$ cat config.mk
export PLATFORM = sky130hd
export DESIGN_NAME = three_shear_rotation_mapper_flat
export DESIGN_NICKNAME = d
export VERILOG_FILES = /design/src/design/tsrm_pkg.sv /design/src/design/tsrm_req_if.sv /design/src/design/tsrm_rsp_if.sv /design/src/design/three_shear_rotation_mapper.sv /design/src/flat_wrapper.sv
export SDC_FILE = /design/constraint.sdc
export NUM_CORES = 2
export LEC_CHECK = 0
export ABC_AREA = 1
export BUFFER_PORTS_ARGS = -buffer_cell sky130_fd_sc_hd__clkbuf_2
export CAP_MARGIN = 20
export CORE_MARGIN = 5
export CORE_UTILIZATION = 35
export CTS_BUF_LIST = sky130_fd_sc_hd__clkbuf_8
export CTS_CLUSTER_DIAMETER = 30
export DETAILED_ROUTE_END_ITERATION = 10
export MAX_ROUTING_LAYER = met4
export PLACE_DENSITY = 0.51
export SLEW_MARGIN = 20
export SYNTH_ARGS = -nofsm -noshare
export SYNTH_HDL_FRONTEND = slang
export SYNTH_SLANG_ARGS = --single-unit
$ cat constraint.sdc
create_clock -name clock -period 132 [get_ports clock]
set_clock_uncertainty 0.1 [all_clocks]
set_input_delay 26.4 -clock clock [delete_from_list [all_inputs] [get_ports clock]]
set_output_delay 26.4 -clock clock [all_outputs]
set_load 0.1 [all_outputs]
$ cat src/design/tsrm_pkg.sv
// Package for the three-shear rotation mapper.
// Holds the fixed-point constants, field widths and register index codes.
// No dependencies; compile this file first.
package tsrm_pkg;

   // Largest source side and fraction bits of the trigonometric registers.
   localparam int MAX_SIDE  = 1024;
   localparam int FRAC_BITS = 16;
   localparam int ROUND_HALF = 1 << (FRAC_BITS - 1);

   // Widths of the request and response fields.
   localparam int POS_W   = 10;
   localparam int PIXEL_W = 24;
   localparam int DROW_W  = 11;
   localparam int INDEX_W = 22;

   // Widths of the configuration registers.
   localparam int TAN_W  = 24;
   localparam int SIN_W  = 18;
   localparam int SSIZE_W = 11;
   localparam int DSIZE_W = 12;

   // Configuration port.
   localparam int CSR_DATA_W = 32;
   localparam int CSR_ADDR_W = 5;

   // Number of register stages from request to response register.
   localparam int PIPE_DEPTH = 14;

   typedef enum logic [2:0] {
      REG_TAN_HALF   = 3'd0,
      REG_SIN        = 3'd1,
      REG_SRC_WIDTH  = 3'd2,
      REG_SRC_HEIGHT = 3'd3,
      REG_DST_WIDTH  = 3'd4,
      REG_DST_HEIGHT = 3'd5,
      REG_BYPASS     = 3'd6
   } csr_index_type;

endpackage

$ cat src/design/tsrm_req_if.sv
// Request channel of the three-shear rotation mapper: valid/ready plus payload.
// Depends on tsrm_pkg for the field widths.
interface tsrm_req_if import tsrm_pkg::*; ();
   logic               valid;
   logic               ready;
   logic [POS_W-1:0]   src_row;
   logic [POS_W-1:0]   src_col;
   logic [PIXEL_W-1:0] pixel;

   modport source (output valid, output src_row, output src_col, output pixel,
                   input ready);
   modport sink (input valid, input src_row, input src_col, input pixel,
                 output ready);
endinterface

$ cat src/design/tsrm_rsp_if.sv
// Response channel of the three-shear rotation mapper: valid/ready plus payload.
// Depends on tsrm_pkg for the field widths.
interface tsrm_rsp_if import tsrm_pkg::*; ();
   logic               valid;
   logic               ready;
   logic [DROW_W-1:0]  dst_row;
   logic [DROW_W-1:0]  dst_col;
   logic [INDEX_W-1:0] dst_index;
   logic               in_bounds;
   logic [PIXEL_W-1:0] pixel_out;

   modport source (output valid, output dst_row, output dst_col, output dst_index,
                   output in_bounds, output pixel_out, input ready);
   modport sink (input valid, input dst_row, input dst_col, input dst_index,
                 input in_bounds, input pixel_out, output ready);
endinterface

$ cat src/design/three_shear_rotation_mapper.sv
// Three-shear rotation mapper, top level.
// Depends on tsrm_pkg, tsrm_req_if and tsrm_rsp_if.
//
// Each request carries a source row, column and pixel. The block rotates the
// position about the image centre by an x shear (tan of half the angle), a y
// shear (sin of the angle) and the x shear again, re-centres it on the
// destination and returns row, column, linear index, an in-bounds flag and
// the unchanged pixel. Positions outside the destination come back with
// in_bounds low and zero coordinates. With bypass set, each pixel keeps its
// source position and is checked against the source size.
// The angle terms and image sizes are written through the APB port; the user
// must write them only while no request is in flight, which the block does not
// enforce. Reset loads bypass mode with 1024 x 1024 images. Throughput is one
// request per cycle, through fourteen register stages: centering, three shears
// of a multiply, an add and a rounding stage each, re-centering, the bounds
// check, the index multiply and the response register. All stages advance
// together: while a response waits for rsp.ready, req.ready is low and the
// pipeline holds; nothing is dropped or repeated. Reset empties the pipeline.
module three_shear_rotation_mapper import tsrm_pkg::*; (
   input  logic                  clock,
   input  logic                  reset,
   tsrm_req_if.sink              req,
   tsrm_rsp_if.source            rsp,
   input  logic                  psel,
   input  logic                  penable,
   input  logic                  pwrite,
   input  logic [CSR_ADDR_W-1:0] paddr,
   input  logic [CSR_DATA_W-1:0] pwdata,
   output logic [CSR_DATA_W-1:0] prdata,
   output logic                  pready
);

   // Configuration registers.
   logic signed [TAN_W-1:0] tan_ff;
   logic signed [SIN_W-1:0] sin_ff;
   logic [SSIZE_W-1:0]      src_width_ff;
   logic [SSIZE_W-1:0]      src_height_ff;
   logic [DSIZE_W-1:0]      dst_width_ff;
   logic [DSIZE_W-1:0]      dst_height_ff;
   logic                    bypass_ff;
   csr_index_type           csr_index;

   // Effective image sizes after saturation.
   logic [SSIZE_W-1:0] sw_sat;
   logic [SSIZE_W-1:0] sh_sat;
   logic [DSIZE_W-1:0] dw_sat;
   logic [DSIZE_W-1:0] dh_sat;
   logic [DSIZE_W-1:0] dw_eff;
   logic [DSIZE_W-1:0] dh_eff;

   logic adv;
   logic valid_ff [1:PIPE_DEPTH];

   // Position and pixel travel alongside the arithmetic.
   logic [POS_W-1:0]   row_ff [1:10];
   logic [POS_W-1:0]   col_ff [1:10];
   logic [PIXEL_W-1:0] pix_ff [1:13];

   // Datapath stages.
   logic signed [11:0] y1_ff, x1_ff;
   logic signed [35:0] m1_in, m1_ff;
   logic signed [11:0] x2_ff, y2_ff, y3_ff, y4_ff, y5_ff;
   logic signed [36:0] d1_in, d1_ff, r1;
   logic signed [19:0] nx1_in, nx1_4_ff, nx1_5_ff, nx1_6_ff, nx1_7_ff, nx1_8_ff;
   logic signed [37:0] m2_in, m2_ff;
   logic signed [38:0] d2_in, d2_ff, r2;
   logic signed [20:0] ny_in, ny7_ff, ny8_ff, ny9_ff, ny10_ff;
   logic signed [44:0] m3_in, m3_ff;
   logic signed [45:0] d3_in, d3_ff, r3;
   logic signed [27:0] nx_in, nx10_ff;
   logic signed [21:0] nr_in, nr11_ff;
   logic signed [28:0] nc_in, nc11_ff;
   logic               ok_in, ok12_ff, ok13_ff;
   logic [DROW_W-1:0]  r12_in, c12_in, r12_ff, c12_ff, r13_ff, c13_ff;
   logic [22:0]        prod13_ff;

   logic [DROW_W-1:0]  rsp_row_ff, rsp_col_ff;
   logic [INDEX_W-1:0] rsp_index_in, rsp_index_ff;
   logic               rsp_bounds_ff;
   logic [PIXEL_W-1:0] rsp_pixel_ff;

   // ---------------------------------------------------------------------
   // Configuration port
   // ---------------------------------------------------------------------
   assign pready    = 1'b1;
   assign csr_index = csr_index_type'(paddr[CSR_ADDR_W-1:2]);

   always_ff @(posedge clock) begin
      if (reset) begin
         tan_ff        <= '0;
         sin_ff        <= '0;
         src_width_ff  <= SSIZE_W'(MAX_SIDE);
         src_height_ff <= SSIZE_W'(MAX_SIDE);
         dst_width_ff  <= DSIZE_W'(MAX_SIDE);
         dst_height_ff <= DSIZE_W'(MAX_SIDE);
         bypass_ff     <= 1'b1;
      end else if (psel && penable && pwrite && pready) begin
         case (csr_index)
            REG_TAN_HALF:   tan_ff        <= pwdata[TAN_W-1:0];
            REG_SIN:        sin_ff        <= pwdata[SIN_W-1:0];
            REG_SRC_WIDTH:  src_width_ff  <= pwdata[SSIZE_W-1:0];
            REG_SRC_HEIGHT: src_height_ff <= pwdata[SSIZE_W-1:0];
            REG_DST_WIDTH:  dst_width_ff  <= pwdata[DSIZE_W-1:0];
            REG_DST_HEIGHT: dst_height_ff <= pwdata[DSIZE_W-1:0];
            REG_BYPASS:     bypass_ff     <= pwdata[0];
            default: ;
         endcase
      end
   end

   always_comb begin
      prdata = '0;
      case (csr_index)
         REG_TAN_HALF:   prdata = {{(CSR_DATA_W-TAN_W){1'b0}}, tan_ff};
         REG_SIN:        prdata = {{(CSR_DATA_W-SIN_W){1'b0}}, sin_ff};
         REG_SRC_WIDTH:  prdata = {{(CSR_DATA_W-SSIZE_W){1'b0}}, src_width_ff};
         REG_SRC_HEIGHT: prdata = {{(CSR_DATA_W-SSIZE_W){1'b0}}, src_height_ff};
         REG_DST_WIDTH:  prdata = {{(CSR_DATA_W-DSIZE_W){1'b0}}, dst_width_ff};
         REG_DST_HEIGHT: prdata = {{(CSR_DATA_W-DSIZE_W){1'b0}}, dst_height_ff};
         REG_BYPASS:     prdata = {{(CSR_DATA_W-1){1'b0}}, bypass_ff};
         default:        prdata = '0;
      endcase
   end

   always_comb begin
      sw_sat = (src_width_ff  > SSIZE_W'(MAX_SIDE)) ? SSIZE_W'(MAX_SIDE) : src_width_ff;
      sh_sat = (src_height_ff > SSIZE_W'(MAX_SIDE)) ? SSIZE_W'(MAX_SIDE) : src_height_ff;
      dw_sat = (dst_width_ff  > DSIZE_W'(2 * MAX_SIDE)) ? DSIZE_W'(2 * MAX_SIDE)
                                                        : dst_width_ff;
      dh_sat = (dst_height_ff > DSIZE_W'(2 * MAX_SIDE)) ? DSIZE_W'(2 * MAX_SIDE)
                                                        : dst_height_ff;
      dw_eff = bypass_ff ? DSIZE_W'(sw_sat) : dw_sat;
      dh_eff = bypass_ff ? DSIZE_W'(sh_sat) : dh_sat;
   end

   // ---------------------------------------------------------------------
   // Pipeline control: every stage moves when the response register is free.
   // ---------------------------------------------------------------------
   assign adv       = !valid_ff[PIPE_DEPTH] || rsp.ready;
   assign req.ready = adv;

   always_ff @(posedge clock) begin
      if (reset) begin
         for (int k = 1; k <= PIPE_DEPTH; k++) valid_ff[k] <= 1'b0;
      end else if (adv) begin
         valid_ff[1] <= req.valid;
         for (int k = 2; k <= PIPE_DEPTH; k++) valid_ff[k] <= valid_ff[k-1];
      end
   end

   // ---------------------------------------------------------------------
   // Datapath
   // ---------------------------------------------------------------------
   always_comb begin
      m1_in = y1_ff * tan_ff;
      d1_in = (37'(x2_ff) <<< FRAC_BITS) - 37'(m1_ff);
      // Adding half minus one on negative values and shifting arithmetically
      // rounds half away from zero.
      r1     = d1_ff + (d1_ff[36] ? 37'(ROUND_HALF - 1) : 37'(ROUND_HALF));
      nx1_in = 20'(r1 >>> FRAC_BITS);

      m2_in = nx1_4_ff * sin_ff;
      d2_in = 39'(m2_ff) + (39'(y5_ff) <<< FRAC_BITS);
      r2    = d2_ff + (d2_ff[38] ? 39'(ROUND_HALF - 1) : 39'(ROUND_HALF));
      ny_in = 21'(r2 >>> FRAC_BITS);

      m3_in = ny7_ff * tan_ff;
      d3_in = (46'(nx1_8_ff) <<< FRAC_BITS) - 46'(m3_ff);
      r3    = d3_ff + (d3_ff[45] ? 46'(ROUND_HALF - 1) : 46'(ROUND_HALF));
      nx_in = 28'(r3 >>> FRAC_BITS);

      // A negative result has its sign bit set, so it fails the bounds check
      // just as a value at or beyond the size does.
      if (bypass_ff) begin
         nr_in = $signed({12'b0, row_ff[10]});
         nc_in = $signed({19'b0, col_ff[10]});
      end else begin
         nr_in = $signed({11'b0, dh_sat[DSIZE_W-1:1]}) - 22'(ny10_ff);
         nc_in = $signed({18'b0, dw_sat[DSIZE_W-1:1]}) - 29'(nx10_ff);
      end

      ok_in = !nr11_ff[21] && !nc11_ff[28]
              && (nr11_ff[20:0] < 21'(dh_eff)) && (nc11_ff[27:0] < 28'(dw_eff));
      r12_in = ok_in ? nr11_ff[DROW_W-1:0] : '0;
      c12_in = ok_in ? nc11_ff[DROW_W-1:0] : '0;

      rsp_index_in = INDEX_W'(prod13_ff + 23'(c13_ff));
   end

   always_ff @(posedge clock) begin
      if (adv) begin
         row_ff[1] <= req.src_row;
         col_ff[1] <= req.src_col;
         pix_ff[1] <= req.pixel;
         for (int k = 2; k <= 10; k++) begin
            row_ff[k] <= row_ff[k-1];
            col_ff[k] <= col_ff[k-1];
         end
         for (int k = 2; k <= 13; k++) pix_ff[k] <= pix_ff[k-1];

         // Centering with flipped axes; x uses the same form on the width.
         y1_ff <= 12'($signed({2'b00, sh_sat}) - 13'sd1 - $signed({3'b000, req.src_row})
                      - $signed({3'b000, sh_sat[SSIZE_W-1:1]}));
         x1_ff <= 12'($signed({2'b00, sw_sat}) - 13'sd1 - $signed({3'b000, req.src_col})
                      - $signed({3'b000, sw_sat[SSIZE_W-1:1]}));

         m1_ff <= m1_in;
         x2_ff <= x1_ff;
         y2_ff <= y1_ff;

         d1_ff <= d1_in;
         y3_ff <= y2_ff;

         nx1_4_ff <= nx1_in;
         y4_ff    <= y3_ff;

         m2_ff    <= m2_in;
         nx1_5_ff <= nx1_4_ff;
         y5_ff    <= y4_ff;

         d2_ff    <= d2_in;
         nx1_6_ff <= nx1_5_ff;

         ny7_ff   <= ny_in;
         nx1_7_ff <= nx1_6_ff;

         m3_ff    <= m3_in;
         nx1_8_ff <= nx1_7_ff;
         ny8_ff   <= ny7_ff;

         d3_ff  <= d3_in;
         ny9_ff <= ny8_ff;

         nx10_ff <= nx_in;
         ny10_ff <= ny9_ff;

         nr11_ff <= nr_in;
         nc11_ff <= nc_in;

         ok12_ff <= ok_in;
         r12_ff  <= r12_in;
         c12_ff  <= c12_in;

         prod13_ff <= r12_ff * dw_eff;
         ok13_ff   <= ok12_ff;
         r13_ff    <= r12_ff;
         c13_ff    <= c12_ff;

         rsp_row_ff    <= r13_ff;
         rsp_col_ff    <= c13_ff;
         rsp_index_ff  <= rsp_index_in;
         rsp_bounds_ff <= ok13_ff;
         rsp_pixel_ff  <= pix_ff[13];
      end
   end

   assign rsp.valid     = valid_ff[PIPE_DEPTH];
   assign rsp.dst_row   = rsp_row_ff;
   assign rsp.dst_col   = rsp_col_ff;
   assign rsp.dst_index = rsp_index_ff;
   assign rsp.in_bounds = rsp_bounds_ff;
   assign rsp.pixel_out = rsp_pixel_ff;

endmodule

$ cat src/flat_wrapper.sv
// flat-port wrapper written by rule: the top's interface ports become plain ports
module three_shear_rotation_mapper_flat import tsrm_pkg::*;
  (clock, reset, psel, penable, pwrite, paddr, pwdata, prdata, pready, req_valid, req_src_row, req_src_col, req_pixel, req_ready, rsp_valid, rsp_dst_row, rsp_dst_col, rsp_dst_index, rsp_in_bounds, rsp_pixel_out, rsp_ready);
  tsrm_req_if req_i ();
  tsrm_rsp_if rsp_i ();
  input  logic clock;
  input  logic reset;
  input  logic psel;
  input  logic penable;
  input  logic pwrite;
  input  logic [CSR_ADDR_W-1:0] paddr;
  input  logic [CSR_DATA_W-1:0] pwdata;
  output logic [CSR_DATA_W-1:0] prdata;
  output logic pready;
  input wire logic [$bits(req_i.valid)-1:0] req_valid;
  input wire logic [$bits(req_i.src_row)-1:0] req_src_row;
  input wire logic [$bits(req_i.src_col)-1:0] req_src_col;
  input wire logic [$bits(req_i.pixel)-1:0] req_pixel;
  output wire logic [$bits(req_i.ready)-1:0] req_ready;
  output wire logic [$bits(rsp_i.valid)-1:0] rsp_valid;
  output wire logic [$bits(rsp_i.dst_row)-1:0] rsp_dst_row;
  output wire logic [$bits(rsp_i.dst_col)-1:0] rsp_dst_col;
  output wire logic [$bits(rsp_i.dst_index)-1:0] rsp_dst_index;
  output wire logic [$bits(rsp_i.in_bounds)-1:0] rsp_in_bounds;
  output wire logic [$bits(rsp_i.pixel_out)-1:0] rsp_pixel_out;
  input wire logic [$bits(rsp_i.ready)-1:0] rsp_ready;
  assign req_i.valid = req_valid;
  assign req_i.src_row = req_src_row;
  assign req_i.src_col = req_src_col;
  assign req_i.pixel = req_pixel;
  assign req_ready = req_i.ready;
  assign rsp_valid = rsp_i.valid;
  assign rsp_dst_row = rsp_i.dst_row;
  assign rsp_dst_col = rsp_i.dst_col;
  assign rsp_dst_index = rsp_i.dst_index;
  assign rsp_in_bounds = rsp_i.in_bounds;
  assign rsp_pixel_out = rsp_i.pixel_out;
  assign rsp_i.ready = rsp_ready;
  three_shear_rotation_mapper u_core (.clock(clock), .reset(reset), .req(req_i), .rsp(rsp_i), .psel(psel), .penable(penable), .pwrite(pwrite), .paddr(paddr), .pwdata(pwdata), .prdata(prdata), .pready(pready));
endmodule
## After elaboration in Yosys (flattened, before gate mapping)

Memories as Yosys holds them, arrays and structs flattened. A register that Yosys moved wholly into a read port is not among the register bits.
Cells that the tools add are included.

| cells by class | value |
|---|---|
| $lt $le $gt $ge | 6 |
| divide/modulo/power cells | 0 |
| $mul | 4 |
| equal/unequal tests | 6 |
| reductions and logical operators | 17 |
| $add $sub $neg | 15 |
| shifts and indexed selects | 0 |
| muxes and demuxes | 32 |
| bitwise gates (word level) | 14 |

Operators with widths:

| kind | number |
|---|---|
| 24-bit one-hot mux with 7 select lines | 1 |
| 12-bit two-way mux | 4 |
| 16-bit two-way mux | 3 |
| 12-bit by 11-bit subtractor with 12-bit output | 4 |
| 36-bit by 45-bit subtractor with 46-bit output | 1 |
| 21-bit by 24-bit multiplier with 45-bit output | 1 |
| 44-bit adder | 1 |
| 38-bit by 28-bit adder with 39-bit output | 1 |
| 20-bit by 18-bit multiplier with 38-bit output | 1 |
| 37-bit adder | 1 |
| 28-bit by 36-bit subtractor with 37-bit output | 1 |
| 36-bit adder | 1 |
| 12-bit by 24-bit multiplier with 36-bit output | 1 |
| 12-bit by 28-bit subtractor with 29-bit output | 1 |
| 28-bit by 12-bit < comparator with 1-bit output | 1 |
| 12-bit greater-than comparator, second input constant | 2 |
| 11-bit by 1-bit subtractor with 12-bit output, second input constant | 2 |
| 22-bit by 11-bit adder with 22-bit output | 1 |
| 11-bit greater-than comparator, second input constant | 2 |
| 11-bit by 12-bit multiplier with 22-bit output | 1 |
| 11-bit two-way mux | 2 |
| 12-bit by 21-bit subtractor with 22-bit output | 1 |
| 21-bit by 12-bit < comparator with 1-bit output | 1 |
| 1-bit two-way mux | 20 |
| other kinds (10) | 39 |

| word-level totals | value |
|---|---|
| bits in registers | 790 |
| output and inout bits | 104 |
| memories | 4 |
| bits in writable memories | 526 |
| bits in latches | 0 |
| ROM bits | 0 |
| input port bits | 88 |
| logic and storage cells | 143 |

Memory list:

| memory | words | width | rd ports | clocked after Yosys merged registers in | write ports | RTL line | RTL |
|---|---|---|---|---|---|---|---|
| u_core.pix_ff | 13 | 24 | 13 | 1 | 13 | three_shear_rotation_mapper.sv:57 | `logic [PIXEL_W-1:0] pix_ff [1:13];` |
| u_core.col_ff | 10 | 10 | 10 | 0 | 10 | three_shear_rotation_mapper.sv:56 | `logic [POS_W-1:0] col_ff [1:10];` |
| u_core.row_ff | 10 | 10 | 10 | 0 | 10 | three_shear_rotation_mapper.sv:55 | `logic [POS_W-1:0] row_ff [1:10];` |
| u_core.valid_ff | 14 | 1 | 14 | 0 | 14 | three_shear_rotation_mapper.sv:52 | `logic valid_ff [1:PIPE_DEPTH];` |

## Depth between registers and ports, before layout

An unclocked memory read counts as a cell.

| depth | value |
|---|---|
| word-level depth | 7 |
| mapped depth | 29 |
| depth with buffers taken out | 28 |

## Least setup slack after synthesis

No wires, ideal clock.

| path | value |
|---|---|
| path kind | input to output |
| from | in rsp_ready |
| to | out req_ready |
| buffers on the path | 0 |
| data required time | 105.500 ns |
| stages on the path | 2 |
| arrival time | 53.063 ns |
| path slack | 52.437 ns |
| cells stage by stage | inv_1 nand2_1 |

| on the way | value |
|---|---|
| word-level cells in the longest chain between the ends | 1 |

RTL lines:

| what | RTL line | RTL |
|---|---|---|
| start: declaration | flat_wrapper.sv:26 | `input wire logic [$bits(rsp_i.ready)-1:0] rsp_ready;` |
| 1-bit logical OR | three_shear_rotation_mapper.sv:139 | `assign adv = !valid_ff[PIPE_DEPTH] \|\| rsp.ready;` |
| end: declaration | flat_wrapper.sv:19 | `output wire logic [$bits(req_i.ready)-1:0] req_ready;` |

No other way between the ends.

## Final worst setup path

| path | value |
|---|---|
| from | in paddr[4] |
| to | out prdata[3] |

| on the way | value |
|---|---|
| word-level cells in the longest chain between the ends | 2 |
| elaborated cells on any way between the ends | 8 |
| classes of those cells | 6 x eq/ne; 1 x mux; 1 x reduce/logical |

RTL lines:

| what | RTL line | RTL |
|---|---|---|
| start: declaration | flat_wrapper.sv:11 | `input logic [CSR_ADDR_W-1:0] paddr;` |
| 3-bit == test (tied with other cells) | three_shear_rotation_mapper.sv:113 | `case (csr_index)` |
| 24-bit one-hot mux with 7 select lines * | three_shear_rotation_mapper.sv:113 |  |
| end: declaration | flat_wrapper.sv:13 | `output logic [CSR_DATA_W-1:0] prdata;` |

Every way passes the cells marked *; elsewhere a longest branch is shown, timed or not.

==> out/summary.md <==
For this run, the post-layout net count is 12500. Buffer levels on the longest clock path: 4. The run gives 0 ns as the sum of negative setup slack.

Setup repair after global routing left no endpoint under its margin. Summed over all nets, the switching power comes to 760 uW. After detailed routing, no signal wire sits above met4. The worst setup path is of the in -> out kind. The per-cell routed wire length is 18.9 um. The final critical path takes up 41.9% of the cycle.

TritonCTS built the clock tree. On the final layout, the worst hold slack is 0.255 ns. In this run the core area contains 198 standard-cell rows. The run gives 105.50 ns as the worst path required time.

The run gives 0 as the number of hold-slack violations in the final timing report. After synthesis, flip-flops and latches occupy 38.3% of the total area. Combinational logic is responsible for 35.7% of the overall power.

The H-tree depth reported by CTS was 5; the arrival time reported for the critical path endpoint was 28.86 ns. Routability-driven placement finished with a final weighted congestion of 0.937. The die covers 304000 sq um.

The maximum VDD drop was 0.0163 mV. For the number of nets with antenna violations after detailed routing, the log shows 0. In this run, synthesis produced a sequential element count of 1338.

The commonest cells after synthesis are inv_1 (2384), nand2_1 (2115), edfxtp_1 (1249). The measured slew at the worst slew-check pin works out to 1.13 ns. The share of synthesized area in the top cell type comes to 36.5%. The power density of the placed cells is 16.0 nW/um^2, and the effective utilization at floorplan is 35.2%.

The flow ran to the end, and the final reports show no timing, DRC or antenna violations. For the detailed router's first-iteration violation count, the log shows 4233. Measured along the y axis, the die boundary spans 552 um. During placement, the flow inserted port buffers numbering 172. The tools report the count of fill cells added during filler insertion as 28900. The worst setup path is captured at an output port. The maximum frequency from static timing analysis was 18.1 MHz. Yosys instantiated no cell more often than inv_1. Post-CTS timing repair inserted 0 buffers for setup. For the summed instance area of the synthesized netlist, the log shows 103000 sq um.

Sorting the synthesized cells by area gives the leading types as edfxtp_1 (37%), fa_1 (24%), inv_1 (8.7%), nand2_1 (7.7%), ha_1 (6.6%). For this block, the via count after detailed routing is 70500. The run gives 76.63 ns as the setup slack after placement. At the later pin of the worst-skew pair, clock insertion delay measures 1.02 ns.

The tools report the number of global-route vias before repair as 75000. The area growth from synthesis to final layout works out to 11.8%. The tools report the number of primary I/O pins as 192. In this run, the clock network consumes 27.5% of the power. The number of violations of the max-capacitance limit came out at 0. The primary flip-flop cell chosen by synthesis mapping was edfxtp_1. The routed design has 280 mm of wire. Detailed routing placed a total of 14.6 mm of wire on met3.

The tools report the placed wire-length estimate after detailed placement as 216 mm. Overall power consumption after layout is estimated at 1840 uW. After layout, the worst setup slack is 76.64 ns. The met1 routed wirelength after detailed routing was 122 mm; the horizontal die dimension was 552 um. The post-synthesis instance total came out at 10400. Class of the worst hold path: reg -> reg. After clock tree synthesis, the repair step resized 0 gates. Setup violations remaining at the end of the flow were counted as 0. The placed cell count is 14200.

Before antenna repair, the detailed router went through 6 iterations. Cells with a size suffix above 1 make up 7.91% of the layout. The first global-routing pass estimated 437 mm of wire. The relative contribution of sequential cells to total power came out at 36.8%. For this run, the number of Yosys warnings is 0.

Clock-pin slew was measured on the worst setup and hold paths at 0.06 ns. The initial antenna violation count is 16, and the synthesized area per cell is 9.91 sq um. The worst pin sits at a relative slew slack of 24.9%. The finished layout holds 14800 standard cells, fillers aside. The logs give 0 for the overall overflow remaining after global route and 0.0555 uW for the reported leakage power. The synthesized design spends more area on one cell type than any other, namely edfxtp_1.

The number of clock buffers added by TritonCTS is 322. Of all nets on the critical path, the largest fanout is 17. Number of unique standard cell types used by synthesis: 67.

Final critical delay including setup and external delays: 55.36 ns. The worst setup path is launched from an input port. The internal power of the cells was 1080 uW. The remaining routing DRC violations was 0.

The clock root buffer is clkbuf_8. The routed via count divided by cell count came out at 4.75. Counting flops with a built-in enable in the synthesized netlist gives 1249.

The hold buffer count at CTS is 0, and the proportion of total power due to net switching is 41.3%. The total count of max-transition violations in the final report is 0, and the total number of clock tree sinks is 1338. Across every metal layer, demand over resource in global routing totals 19.0%.

The core region is 292000 sq um. Entering global routing, the biggest net connects 176 pins. The share of flip-flops with an asynchronous set or reset after synthesis is 0%. For the met2 wire length, the log shows 133 mm.
==> layout make-up <==
type | instances | area (sq um) | area share [%]
flip-flops and latches | 1338 | 39300 | 34.2
well taps | 3900 | 4880 | 4.25
clock inverters | 262 | 2270 | 1.98
repair buffers | 261 | 1570 | 1.37
multi-input cells | 6327 | 53200 | 46.4
inverters | 2406 | 9040 | 7.87
clock buffers | 324 | 4460 | 3.89
diodes | 6 | 15.0 | 0.0131
==> registers in the layout (all words and copies together), names as in the netlist, 21 cells and up <==
name and flops:
u_core.col_ff 100, u_core.ny10_ff 21, u_core.ny7_ff 21, u_core.rsp.pixel_out 24, u_core.ny9_ff 21, u_core.rsp.dst_index 22
u_core.tan_ff 24, u_core.pix_ff 312, u_core.m3_ff 45, u_core.d2_ff 38, u_core.prod13_ff 22, u_core.nx10_ff 28
u_core.ny8_ff 21, u_core.nr11_ff 22, u_core.row_ff 100, u_core.m2_ff 38, u_core.nc11_ff 29, u_core.d1_ff 37
u_core.d3_ff 45, u_core.m1_ff 36
==> through the flow <==
stage	cell area (sq um)	util (%)
final	115000	39.4
after global routing	115000	39.4
after CTS	115000	39.3
after detailed placement	108000	37.0
after global placement	108000	37.0
after floorplan	103000	-
==> power groups by stage <==
stage | sequential (uW) | combinational [uW] | clock [uW]
6_report | 678 | 657 | 506
5_1_grt | 687 | 733 | 547
4_1_cts | 680 | 660 | 525
3_5_place_dp | 686 | 653 | 0
3_3_place_gp | 686 | 653 | 0
2_1_floorplan | 661 | 429 | 0
==> cells by family (layout without fill, tap and decap cells) <==
family                     Yosys count  after routing  share of synthesized area, %
other                                2             15                       0.00731
DFF                               1338           1338                          38.3
and+or+nand+nor                   3261           3261                          12.9
buffers and inverters             2702           3253                          9.94
xor gates and xnor gates           323            323                          2.76
AOI/OAI and AO/OA                  943            943                          5.15
adders and majority gates         1791           1791                          30.9
==> metal layers <==
metal	vias up	track usage [%]
li1	32800	-
met1	35300	24.5
met2	1863	30.9
met3	494	2.75
met4	0	6.39
met5	-	-
==> final timing paths <==
check,to,start,slack (ns),cells past startpoint
hold reg to reg,u_core.ny10_ff[2]$_DFFE_PP_,u_core.ny9_ff[2]$_DFFE_PP_,0.25,0
setup reg to reg,u_core.m3_ff[40]$_DFFE_PP_,u_core.ny7_ff[0]$_DFFE_PP_,124.25,21
hold / removal,u_core.ny10_ff[2]$_DFFE_PP_,u_core.ny9_ff[2]$_DFFE_PP_,0.25,0
setup / recovery,prdata[3],paddr[4],76.64,7
==> critical path: stages <==
cell and delay, ns:
clkbuf_2 0.22, inv_2 0.09, nand2_2 0.44, clkinv_1 0.46, a221oi_1 0.45, o2111ai_1 0.31, clkbuf_2 0.46
==> layout by cell type, fill, tap and decap left out, types with 14 or more instances in the layout <==
cell,n
inv_1,2432
nand2_1,2114
edfxtp_1,1249
fa_1,1247
nor2_1,673
ha_1,544
a21oi_1,395
o21ai_0,331
clkbuf_8,324
xor2_1,214
clkbuf_2,172
nand3_1,165
xnor2_1,109
nor3_1,87
buf_4,85
dfxtp_1,83
nand4_1,71
clkinv_2,64
clkinv_1,58
a31oi_1,45
nor4_1,42
a21o_1,35
or2_2,31
bufinv_16,29
clkinvlp_4,28
o21bai_1,25
inv_2,17
nand3b_1,14
No activity file was read; power rests on OpenSTA's default activity.
